`config.mk`:
```
export PLATFORM = sky130hd
export DESIGN_NAME = scalar_kalman_smoother_unit_flat
export DESIGN_NICKNAME = d
export VERILOG_FILES = /design/src/rtl/sks_pkg.sv /design/src/rtl/sks_if.sv /design/src/rtl/scalar_kalman_smoother_unit.sv /design/src/rtl/sks_gain_div.sv /design/src/flat_wrapper.sv
export SDC_FILE = /design/constraint.sdc
export NUM_CORES = 2
export LEC_CHECK = 0
export BUFFER_PORTS_ARGS = -buffer_cell sky130_fd_sc_hd__buf_2
export CORE_ASPECT_RATIO = 1.5
export CORE_MARGIN = 3
export CORE_UTILIZATION = 60
export CTS_BUF_LIST = sky130_fd_sc_hd__clkbuf_4
export DETAILED_ROUTE_END_ITERATION = 8
export PLACE_DENSITY = 0.79
export SYNTH_ARGS = -nofsm -noshare
export SYNTH_HDL_FRONTEND = slang
export SYNTH_SLANG_ARGS = --single-unit
```
`constraint.sdc`:
```
create_clock -name clk -period 15.88 [get_ports clk]
set_input_delay 0.794 -clock clk [delete_from_list [all_inputs] [get_ports clk]]
set_output_delay 0.794 -clock clk [all_outputs]
set_load 0.01 [all_outputs]
```
`src/rtl/sks_pkg.sv`:
```
package sks_pkg;

  localparam int SAMPLE_BITS            = 12;
  localparam int ESTIMATE_FRACTION_BITS = 8;
  localparam int EST_BITS               = SAMPLE_BITS + ESTIMATE_FRACTION_BITS;
  localparam int ERR_BITS               = 32;
  localparam int GAIN_BITS              = 16;
  localparam int CFG_INDEX_BITS         = 2;
  localparam int CFG_DATA_BITS          = 32;

  // gain divider produces one quotient bit per step, including the integer bit
  localparam int DIV_STEPS      = GAIN_BITS + 1;
  localparam int STEP_CNT_BITS  = $clog2(DIV_STEPS);

  localparam logic [ERR_BITS-1:0]  NOISE_RESET   = 32'd131072;
  localparam logic [ERR_BITS-1:0]  ERROR_RESET   = 32'd131072;
  localparam logic [ERR_BITS-1:0]  PGAIN_RESET   = 32'd655;
  localparam logic [ERR_BITS-1:0]  ERR_MAX       = '1;
  localparam logic [GAIN_BITS-1:0] GAIN_MAX      = '1;
  localparam logic [GAIN_BITS:0]   GAIN_ONE      = {1'b1, {GAIN_BITS{1'b0}}};

  typedef enum logic [CFG_INDEX_BITS-1:0] {
    REG_MEASURE_NOISE = 2'd0,
    REG_INITIAL_ERROR = 2'd1,
    REG_PROCESS_GAIN  = 2'd2
  } cfg_reg_t;

  typedef enum logic [2:0] {
    ST_IDLE,
    ST_DIV,
    ST_DELTA,
    ST_KEEP,
    ST_ADD,
    ST_SUM,
    ST_OUT
  } seq_state_t;

endpackage

```
`src/rtl/sks_if.sv`:
```
interface sks_cfg_if;
  logic                                valid;
  logic                                ready;
  logic [sks_pkg::CFG_INDEX_BITS-1:0]  index;
  logic [sks_pkg::CFG_DATA_BITS-1:0]   data;
  modport source (output valid, output index, output data, input ready);
  modport sink   (input valid, input index, input data, output ready);
endinterface

interface sks_sample_if;
  logic                             valid;
  logic                             ready;
  logic [sks_pkg::SAMPLE_BITS-1:0]  sample;
  modport source (output valid, output sample, input ready);
  modport sink   (input valid, input sample, output ready);
endinterface

interface sks_estimate_if;
  logic                          valid;
  logic                          ready;
  logic [sks_pkg::EST_BITS-1:0]  estimate;
  modport source (output valid, output estimate, input ready);
  modport sink   (input valid, input estimate, output ready);
endinterface

```
`src/rtl/scalar_kalman_smoother_unit.sv`:
```
// One-dimensional Kalman smoother in fixed point. Each sample transaction (unsigned
// integer) produces exactly one estimate transaction in unsigned Q12.8. Per sample the
// block forms gain = P/(P+R) in Q0.16, moves the estimate toward the sample by
// round(gain*|sample-estimate|), and updates the error P = round((1-gain)*P) +
// round(delta*q) with saturation at all ones. R, P and q are unsigned Q16.16. A sample
// passes from acceptance through the restoring gain divider (one quotient bit per cycle),
// a hand-over of the gain to the sequencer, then three passes through one shared 32x20
// registered multiplier, a rounding/saturating add and the output load.
// The sample side is not ready while a sample is in work; a finished estimate sits in
// an output register, so the next sample is taken even while that estimate waits.
// The configuration port is always ready: index 0 writes R, index 1 reloads P and
// clears the estimate, index 2 writes q, other indexes are ignored. Write it only
// while no sample is in work.
module scalar_kalman_smoother_unit (
  input  logic           clk,
  input  logic           rst,
  sks_cfg_if.sink        cfg,
  sks_sample_if.sink     samples,
  sks_estimate_if.source estimates
);
  import sks_pkg::*;

  // multiplier b operand must hold an estimate difference and (1 - gain)
  localparam int MUL_B_BITS = (EST_BITS > GAIN_BITS + 1) ? EST_BITS : GAIN_BITS + 1;
  localparam int PROD_BITS  = ERR_BITS + MUL_B_BITS;
  localparam int ADD_BITS   = PROD_BITS - ESTIMATE_FRACTION_BITS + 1;
  localparam int SUM_BITS   = ADD_BITS + 1;
  localparam logic [PROD_BITS:0] ROUND_GAIN = (PROD_BITS+1)'(1) << (GAIN_BITS - 1);
  localparam logic [PROD_BITS:0] ROUND_FRAC =
    (PROD_BITS+1)'(1) << (ESTIMATE_FRACTION_BITS - 1);

  // filter state and configuration
  logic [ERR_BITS-1:0]  measure_noise;
  logic [ERR_BITS-1:0]  process_gain;
  logic [ERR_BITS-1:0]  error_estimate;
  logic [EST_BITS-1:0]  prior_estimate;

  // per-sample working registers
  logic [EST_BITS-1:0]  mag;
  logic                 toward_up;
  logic [EST_BITS-1:0]  delta;
  logic [ERR_BITS:0]    keep;
  logic [PROD_BITS-1:0] prod;

  // output register
  logic                 out_valid;
  logic [EST_BITS-1:0]  out_estimate;

  seq_state_t state, state_next;

  logic                 accept;
  logic                 out_load;
  logic                 cfg_write;
  logic                 div_done;
  logic [GAIN_BITS-1:0] gain;

  logic [EST_BITS-1:0]  sample_q;
  logic [ERR_BITS-1:0]  mul_a;
  logic [MUL_B_BITS-1:0] mul_b;
  logic [GAIN_BITS:0]   one_minus_gain;
  logic [PROD_BITS:0]   prod_rnd_gain;
  logic [PROD_BITS:0]   prod_rnd_frac;
  logic [SUM_BITS-1:0]  err_sum;
  logic [EST_BITS-1:0]  est_next;

  assign cfg.ready          = 1'b1;
  assign cfg_write          = cfg.valid;
  assign samples.ready      = (state == ST_IDLE);
  assign accept             = samples.valid && samples.ready;
  assign estimates.valid    = out_valid;
  assign estimates.estimate = out_estimate;

  // sample moved into estimate format (integer part, zero fraction)
  assign sample_q = {samples.sample, {ESTIMATE_FRACTION_BITS{1'b0}}};

  sks_gain_div u_div (
    .clk   (clk),
    .rst   (rst),
    .start (accept),
    .p     (error_estimate),
    .r     (measure_noise),
    .done  (div_done),
    .gain  (gain)
  );

  // sequencer
  always_ff @(posedge clk) begin
    if (rst) begin
      state <= ST_IDLE;
    end else begin
      state <= state_next;
    end
  end

  always_comb begin
    state_next = state;
    out_load   = 1'b0;
    unique case (state)
      ST_IDLE:  if (accept) state_next = ST_DIV;
      ST_DIV:   if (div_done) state_next = ST_DELTA;
      ST_DELTA: state_next = ST_KEEP;
      ST_KEEP:  state_next = ST_ADD;
      ST_ADD:   state_next = ST_SUM;
      ST_SUM:   state_next = ST_OUT;
      ST_OUT: begin
        // wait until the output register is free
        if (!out_valid || estimates.ready) begin
          out_load   = 1'b1;
          state_next = ST_IDLE;
        end
      end
      default:  state_next = ST_IDLE;
    endcase
  end

  // shared multiplier operand select: gain*mag, (1-gain)*P, q*delta
  assign one_minus_gain = GAIN_ONE - {1'b0, gain};

  always_comb begin
    unique case (state)
      ST_DELTA: begin
        mul_a = ERR_BITS'(gain);
        mul_b = MUL_B_BITS'(mag);
      end
      ST_KEEP: begin
        mul_a = error_estimate;
        mul_b = MUL_B_BITS'(one_minus_gain);
      end
      ST_ADD: begin
        mul_a = process_gain;
        mul_b = MUL_B_BITS'(delta);
      end
      default: begin
        mul_a = '0;
        mul_b = '0;
      end
    endcase
  end

  always_ff @(posedge clk) begin
    prod <= mul_a * mul_b;
  end

  // rounding of the registered product, and the final error sum
  assign prod_rnd_gain = {1'b0, prod} + ROUND_GAIN;
  assign prod_rnd_frac = {1'b0, prod} + ROUND_FRAC;
  assign err_sum       = SUM_BITS'(keep)
                       + SUM_BITS'(prod_rnd_frac[PROD_BITS:ESTIMATE_FRACTION_BITS]);
  assign est_next      = toward_up ? (prior_estimate + delta) : (prior_estimate - delta);

  always_ff @(posedge clk) begin
    if (accept) begin
      toward_up <= (sample_q >= prior_estimate);
      mag       <= (sample_q >= prior_estimate) ? (sample_q - prior_estimate)
                                                : (prior_estimate - sample_q);
    end
    if (state == ST_KEEP) begin
      delta <= prod_rnd_gain[GAIN_BITS +: EST_BITS];
    end
    if (state == ST_ADD) begin
      keep <= prod_rnd_gain[GAIN_BITS +: ERR_BITS + 1];
    end
  end

  // configuration registers and filter state
  always_ff @(posedge clk) begin
    if (rst) begin
      measure_noise  <= NOISE_RESET;
      process_gain   <= PGAIN_RESET;
      error_estimate <= ERROR_RESET;
      prior_estimate <= '0;
    end else begin
      if (cfg_write) begin
        unique case (cfg.index)
          REG_MEASURE_NOISE: measure_noise <= cfg.data;
          REG_INITIAL_ERROR: begin
            error_estimate <= cfg.data;
            prior_estimate <= '0;
          end
          REG_PROCESS_GAIN:  process_gain <= cfg.data;
          default: ;
        endcase
      end
      if (state == ST_SUM) begin
        prior_estimate <= est_next;
        // saturate P at all ones
        if (|err_sum[SUM_BITS-1:ERR_BITS]) begin
          error_estimate <= ERR_MAX;
        end else begin
          error_estimate <= err_sum[ERR_BITS-1:0];
        end
      end
    end
  end

  // output register
  always_ff @(posedge clk) begin
    if (rst) begin
      out_valid <= 1'b0;
    end else if (out_load) begin
      out_valid <= 1'b1;
    end else if (estimates.ready) begin
      out_valid <= 1'b0;
    end
  end

  always_ff @(posedge clk) begin
    if (out_load) begin
      out_estimate <= prior_estimate;
    end
  end

endmodule

```
`src/rtl/sks_gain_div.sv`:
```
module sks_gain_div (
  input  logic                           clk,
  input  logic                           rst,
  input  logic                           start,
  input  logic [sks_pkg::ERR_BITS-1:0]   p,
  input  logic [sks_pkg::ERR_BITS-1:0]   r,
  output logic                           done,
  output logic [sks_pkg::GAIN_BITS-1:0]  gain
);
  import sks_pkg::*;

  localparam logic [STEP_CNT_BITS-1:0] LAST_STEP = STEP_CNT_BITS'(DIV_STEPS - 1);

  logic [ERR_BITS:0]        den;
  logic [ERR_BITS+1:0]      rem;
  logic [GAIN_BITS:0]       quo;
  logic [STEP_CNT_BITS-1:0] cnt;
  logic                     running;
  logic                     den_zero;

  logic [ERR_BITS+1:0]      trial;
  logic [ERR_BITS+1:0]      diff;
  logic                     fits;
  logic [GAIN_BITS:0]       quo_next;

  // first step compares p itself (integer bit), later steps shift in a zero
  always_comb begin
    trial    = (cnt == '0) ? rem : {rem[ERR_BITS:0], 1'b0};
    fits     = trial >= {1'b0, den};
    diff     = trial - {1'b0, den};
    quo_next = {quo[GAIN_BITS-1:0], fits};
  end

  always_ff @(posedge clk) begin
    if (rst) begin
      running <= 1'b0;
      done    <= 1'b0;
    end else begin
      done <= 1'b0;
      if (start) begin
        den      <= {1'b0, p} + {1'b0, r};
        rem      <= {2'b00, p};
        quo      <= '0;
        cnt      <= '0;
        den_zero <= (p == '0) && (r == '0);
        running  <= 1'b1;
      end else if (running) begin
        rem <= fits ? diff : trial;
        quo <= quo_next;
        if (cnt == LAST_STEP) begin
          running <= 1'b0;
          done    <= 1'b1;
          if (den_zero) begin
            gain <= '0;
          end else if (quo_next[GAIN_BITS]) begin
            gain <= GAIN_MAX;
          end else begin
            gain <= quo_next[GAIN_BITS-1:0];
          end
        end else begin
          cnt <= cnt + 1'b1;
        end
      end
    end
  end

endmodule

```
`src/flat_wrapper.sv`:
```
// flat-port wrapper written by rule: the top's interface ports become plain ports
module scalar_kalman_smoother_unit_flat import sks_pkg::*;
  (clk, rst, cfg_valid, cfg_index, cfg_data, cfg_ready, samples_valid, samples_sample, samples_ready, estimates_valid, estimates_estimate, estimates_ready);
  sks_cfg_if cfg_i ();
  sks_sample_if samples_i ();
  sks_estimate_if estimates_i ();
  input  logic clk;
  input  logic rst;
  input wire logic [$bits(cfg_i.valid)-1:0] cfg_valid;
  input wire logic [$bits(cfg_i.index)-1:0] cfg_index;
  input wire logic [$bits(cfg_i.data)-1:0] cfg_data;
  output wire logic [$bits(cfg_i.ready)-1:0] cfg_ready;
  input wire logic [$bits(samples_i.valid)-1:0] samples_valid;
  input wire logic [$bits(samples_i.sample)-1:0] samples_sample;
  output wire logic [$bits(samples_i.ready)-1:0] samples_ready;
  output wire logic [$bits(estimates_i.valid)-1:0] estimates_valid;
  output wire logic [$bits(estimates_i.estimate)-1:0] estimates_estimate;
  input wire logic [$bits(estimates_i.ready)-1:0] estimates_ready;
  assign cfg_i.valid = cfg_valid;
  assign cfg_i.index = cfg_index;
  assign cfg_i.data = cfg_data;
  assign cfg_ready = cfg_i.ready;
  assign samples_i.valid = samples_valid;
  assign samples_i.sample = samples_sample;
  assign samples_ready = samples_i.ready;
  assign estimates_valid = estimates_i.valid;
  assign estimates_estimate = estimates_i.estimate;
  assign estimates_i.ready = estimates_ready;
  scalar_kalman_smoother_unit u_core (.clk(clk), .rst(rst), .cfg(cfg_i), .samples(samples_i), .estimates(estimates_i));
endmodule
```
==> run_results.csv <==
group,metric,value,unit
setup_path,cp_max_fo,17,
clocking,cts_setup_buffers,0,
timing,finalSetupViolCount,0,
setup_path,rrSetupSlack,5720,ps
floorplan,die_h,330,um
timing,slew_viol_final,0,
floorplan,io_pins,74,
routing,viasPerCell,6.14,
synth,synth_nets,5649,
synth,synth_flop_cell,"edfxtp_1",
timing,period_needed,10160,ps
setup_path,cp.required,16700,ps
floorplan,die_w,222,um
timing,hold_viol,0,
routing,wl,135000,um
synth,synth_cells,4752,
synth,synth.distinct_cells,90,
final_layout,fin_cells,5771,
clocking,cts_tree,"done",
hold_path,hold_depth,3,
routing,remaining_drc_errors,0,
final_layout,fillers,5750,
timing,relSlewSlack,1.26,%
synth,avgSynthCellArea,8.84,um^2
synth,ys_warn_count,0,
hold_path,hold_start,"cfg_data[18]",
clocking,cts_resized,0,
hold_path,hold_path_class,"in2reg",
placed_design,gp_congestion,1.02,
power,power,2.27,mW
synth,synth_area,42000,um^2
timing,whs,188,ps
clocking,cts_max_level,3,
global_routing,grt_max_degree,63,
floorplan,die-area,73300,um^2
timing,worst-slew-pin-transition,1480,ps
floorplan,start_util,60.7,%
placed_design,dp_hpwl,104000,um
setup_path,rr_worst_depth,35,
setup_path,critical_path.max_stage_delay,640,ps
routing,first_pass_iters,6,
clocking,clock-root-buffer,"clkbuf_4",
routing,vias,35400,
clocking,clk_pin_slew_worst_paths,70,ps
power,cellLeakagePower,20.5,nW
synth,ys_seq_elements,366,
final_layout,final_common_cell,"inv_1",
setup_path,r2r_start,"u_core.u_div.gain[4]",
floorplan,rows,118,
clocking,insertion_delay,910,ps
routing,drt-wirelength-per-cell,23.5,um
timing,rsz0062_at_grt,"false",
timing,min_period_over_period,64.0,%
setup_path,crit_path_end_kind,"register",
global_routing,groute.usage.overall,37.2,%
final_layout,final_nets,5692,
clocking,clock-sinks,366,
synth,async_flop_share,0,%
power,ir_drop,0.0795,mV
setup_path,path_common_cell,"fa_1",
clocking,cts_made_buffers,86,
global_routing,grt_pass1_wl,206000,um
routing,drtIter0Drc,3226,
global_routing,overflow,0,
routing,ant_nets,0,
setup_path,arrival,10980,ps
global_routing,antenna_found_initial,5,
hold_path,holdPathEnd,"u_core.measure_noise[18]",
final_layout,final_cell_mix,"694 x inv_1, 627 x nand2_1, 545 x nor2_1, 540 x fa_1, 306 x ha_1",
power,p_per_area,50.9,nW/um^2
setup_path,reg2reg_to,"u_core.prod[51]",
placed_design,dp.cells,5607,
setup_path,path_class,"reg2reg",
floorplan,core,69200,um^2
run,max_cap_violations,0,
final_layout,post-route-util,64.5,%
setup_path,crit_family,"adder cells",
synth,synth-edff-count,199,
setup_path,startpoint_type,"register",
synth,yosysSeqAreaShare,22.2,%
final_layout,drive_gt1_share,7.89,%
clocking,cts.path.max_buffers,3,
setup_path,crit_buf_inv,5,
global_routing,grt_pass1_vias,36300,
clocking,cts_hold_buf,0,
placed_design,port_buffers,72,
final_layout,area_growth,6.35,%
timing,finalSetupTns,0,ps
timing,fin_skew,119,ps
run_status,status,"finished, final reports clean",
timing,clock.fmax,98.4,MHz
setup_path,slowest_stage,"or4_1",
## cell families after synthesis
logic type	count (synthesis)	synth area share, %
and+or+nand+nor	1593	16.6
buffers and inverters	890	8.02
adders and majority gates	846	34.8
AOI/OAI and AO/OA	706	10.7
DFF	366	22.2
xor gates and xnor gates	267	5.56
muxes	83	2.09
other	1	0.00892
## how the worst max path moves through the flow
stage / from / to / slack, ps / depth (start not counted)
floorplan: u_core.u_div.gain[4] / u_core.prod[51] / 6330 / 36
global placement: u_core.u_div.gain[4] / u_core.prod[51] / 5940 / 35
detailed placement: u_core.u_div.gain[4] / u_core.prod[51] / 5760 / 35
CTS: u_core.u_div.gain[4] / u_core.prod[51] / 5760 / 35
global route: u_core.u_div.gain[4] / u_core.prod[51] / 4980 / 35
finish: u_core.u_div.gain[4] / u_core.prod[51] / 5720 / 35
## tightest hold or removal path, cell delays in order
cell	delay, ps
buf_2	110
nand2_1	50
a21oi_1	50
## metrics by stage
stage	area, um^2	setup slack [ps]
final	44700	5720
after global routing	44700	4980
after CTS	44700	5760
after detailed placement	43400	5760
after global placement	43400	5940
after floorplan	42000	6330
## registers in the layout (all words and copies together) (netlist names), 3 cells and up
signal	count
u_core.u_div.den	33
u_core.state	3
u_core.prior_estimate	20
u_core.keep	33
u_core.measure_noise	32
u_core.u_div.gain	16
u_core.error_estimate	32
u_core.u_div.rem	34
u_core.process_gain	32
u_core.mag	20
u_core.prod	45
u_core.u_div.cnt	5
u_core.u_div.quo	16
u_core.delta	20
u_core.estimates.estimate	20
## power breakdown
part	leakage (nW)	switching, mW	total [mW]	internal (mW)
Sequential	3.16	0.0325	1.07	1.04
Clock	0.723	0.417	0.869	0.451
Combinational	16.6	0.199	0.332	0.134
Total	20.5	0.648	2.27	1.62
## synthesized netlist by cell type (all sizes together) (6+ instances only)
cell    count  area share [%]
a211oi     22            0.42
a21boi      7            0.13
a21o       80             1.4
a21oi     232             2.8
a22o       20            0.42
a22oi      29            0.53
a31o        7            0.15
a31oi      14            0.21
a41oi       7            0.15
and2       40            0.60
and3       24            0.36
and4        7            0.15
buf        27            0.31
clkbuf    168             1.5
dfxtp     167             8.0
edfxtp    199              14
fa        540              26
ha        306             9.1
inv       695             6.2
mux2       38             1.0
mux2i      45             1.1
nand2     628             5.6
nand2b     22            0.33
nand3      55            0.66
nand3b     12            0.21
nand4      37            0.55
nor2      548             4.9
nor2b      21            0.31
nor3       83            0.99
nor3b      11            0.21
nor4       40            0.69
o211ai      6            0.11
o21a       59             1.1
o21ai     147             1.8
o21bai     22            0.39
o31ai       8            0.14
or2         8            0.12
or3        40            0.60
xnor2     169             3.5
xor2       98             2.0
## per-layer routing
layer | vias up | global-route usage (%) | part of all wire (%)
met5 | - | 0 | 0
met4 | 0 | 35.0 | 12
met3 | 722 | 8.38 | 8.8
met2 | 1879 | 61.1 | 47
met1 | 17300 | 39.5 | 32
li1 | 15600 | - | -
## cell type report
class | instances | area (um^2) | area share [%]
multi-input cells | 3496 | 29400 | 65.9
flip-flops and latches | 366 | 9320 | 20.9
inverters | 695 | 2610 | 5.84
well taps | 900 | 1130 | 2.52
repair buffers | 150 | 948 | 2.12
clock buffers | 126 | 946 | 2.12
clock inverters | 33 | 285 | 0.638
diodes | 5 | 12.5 | 0.0280
(Power assumes the default switching activity.)
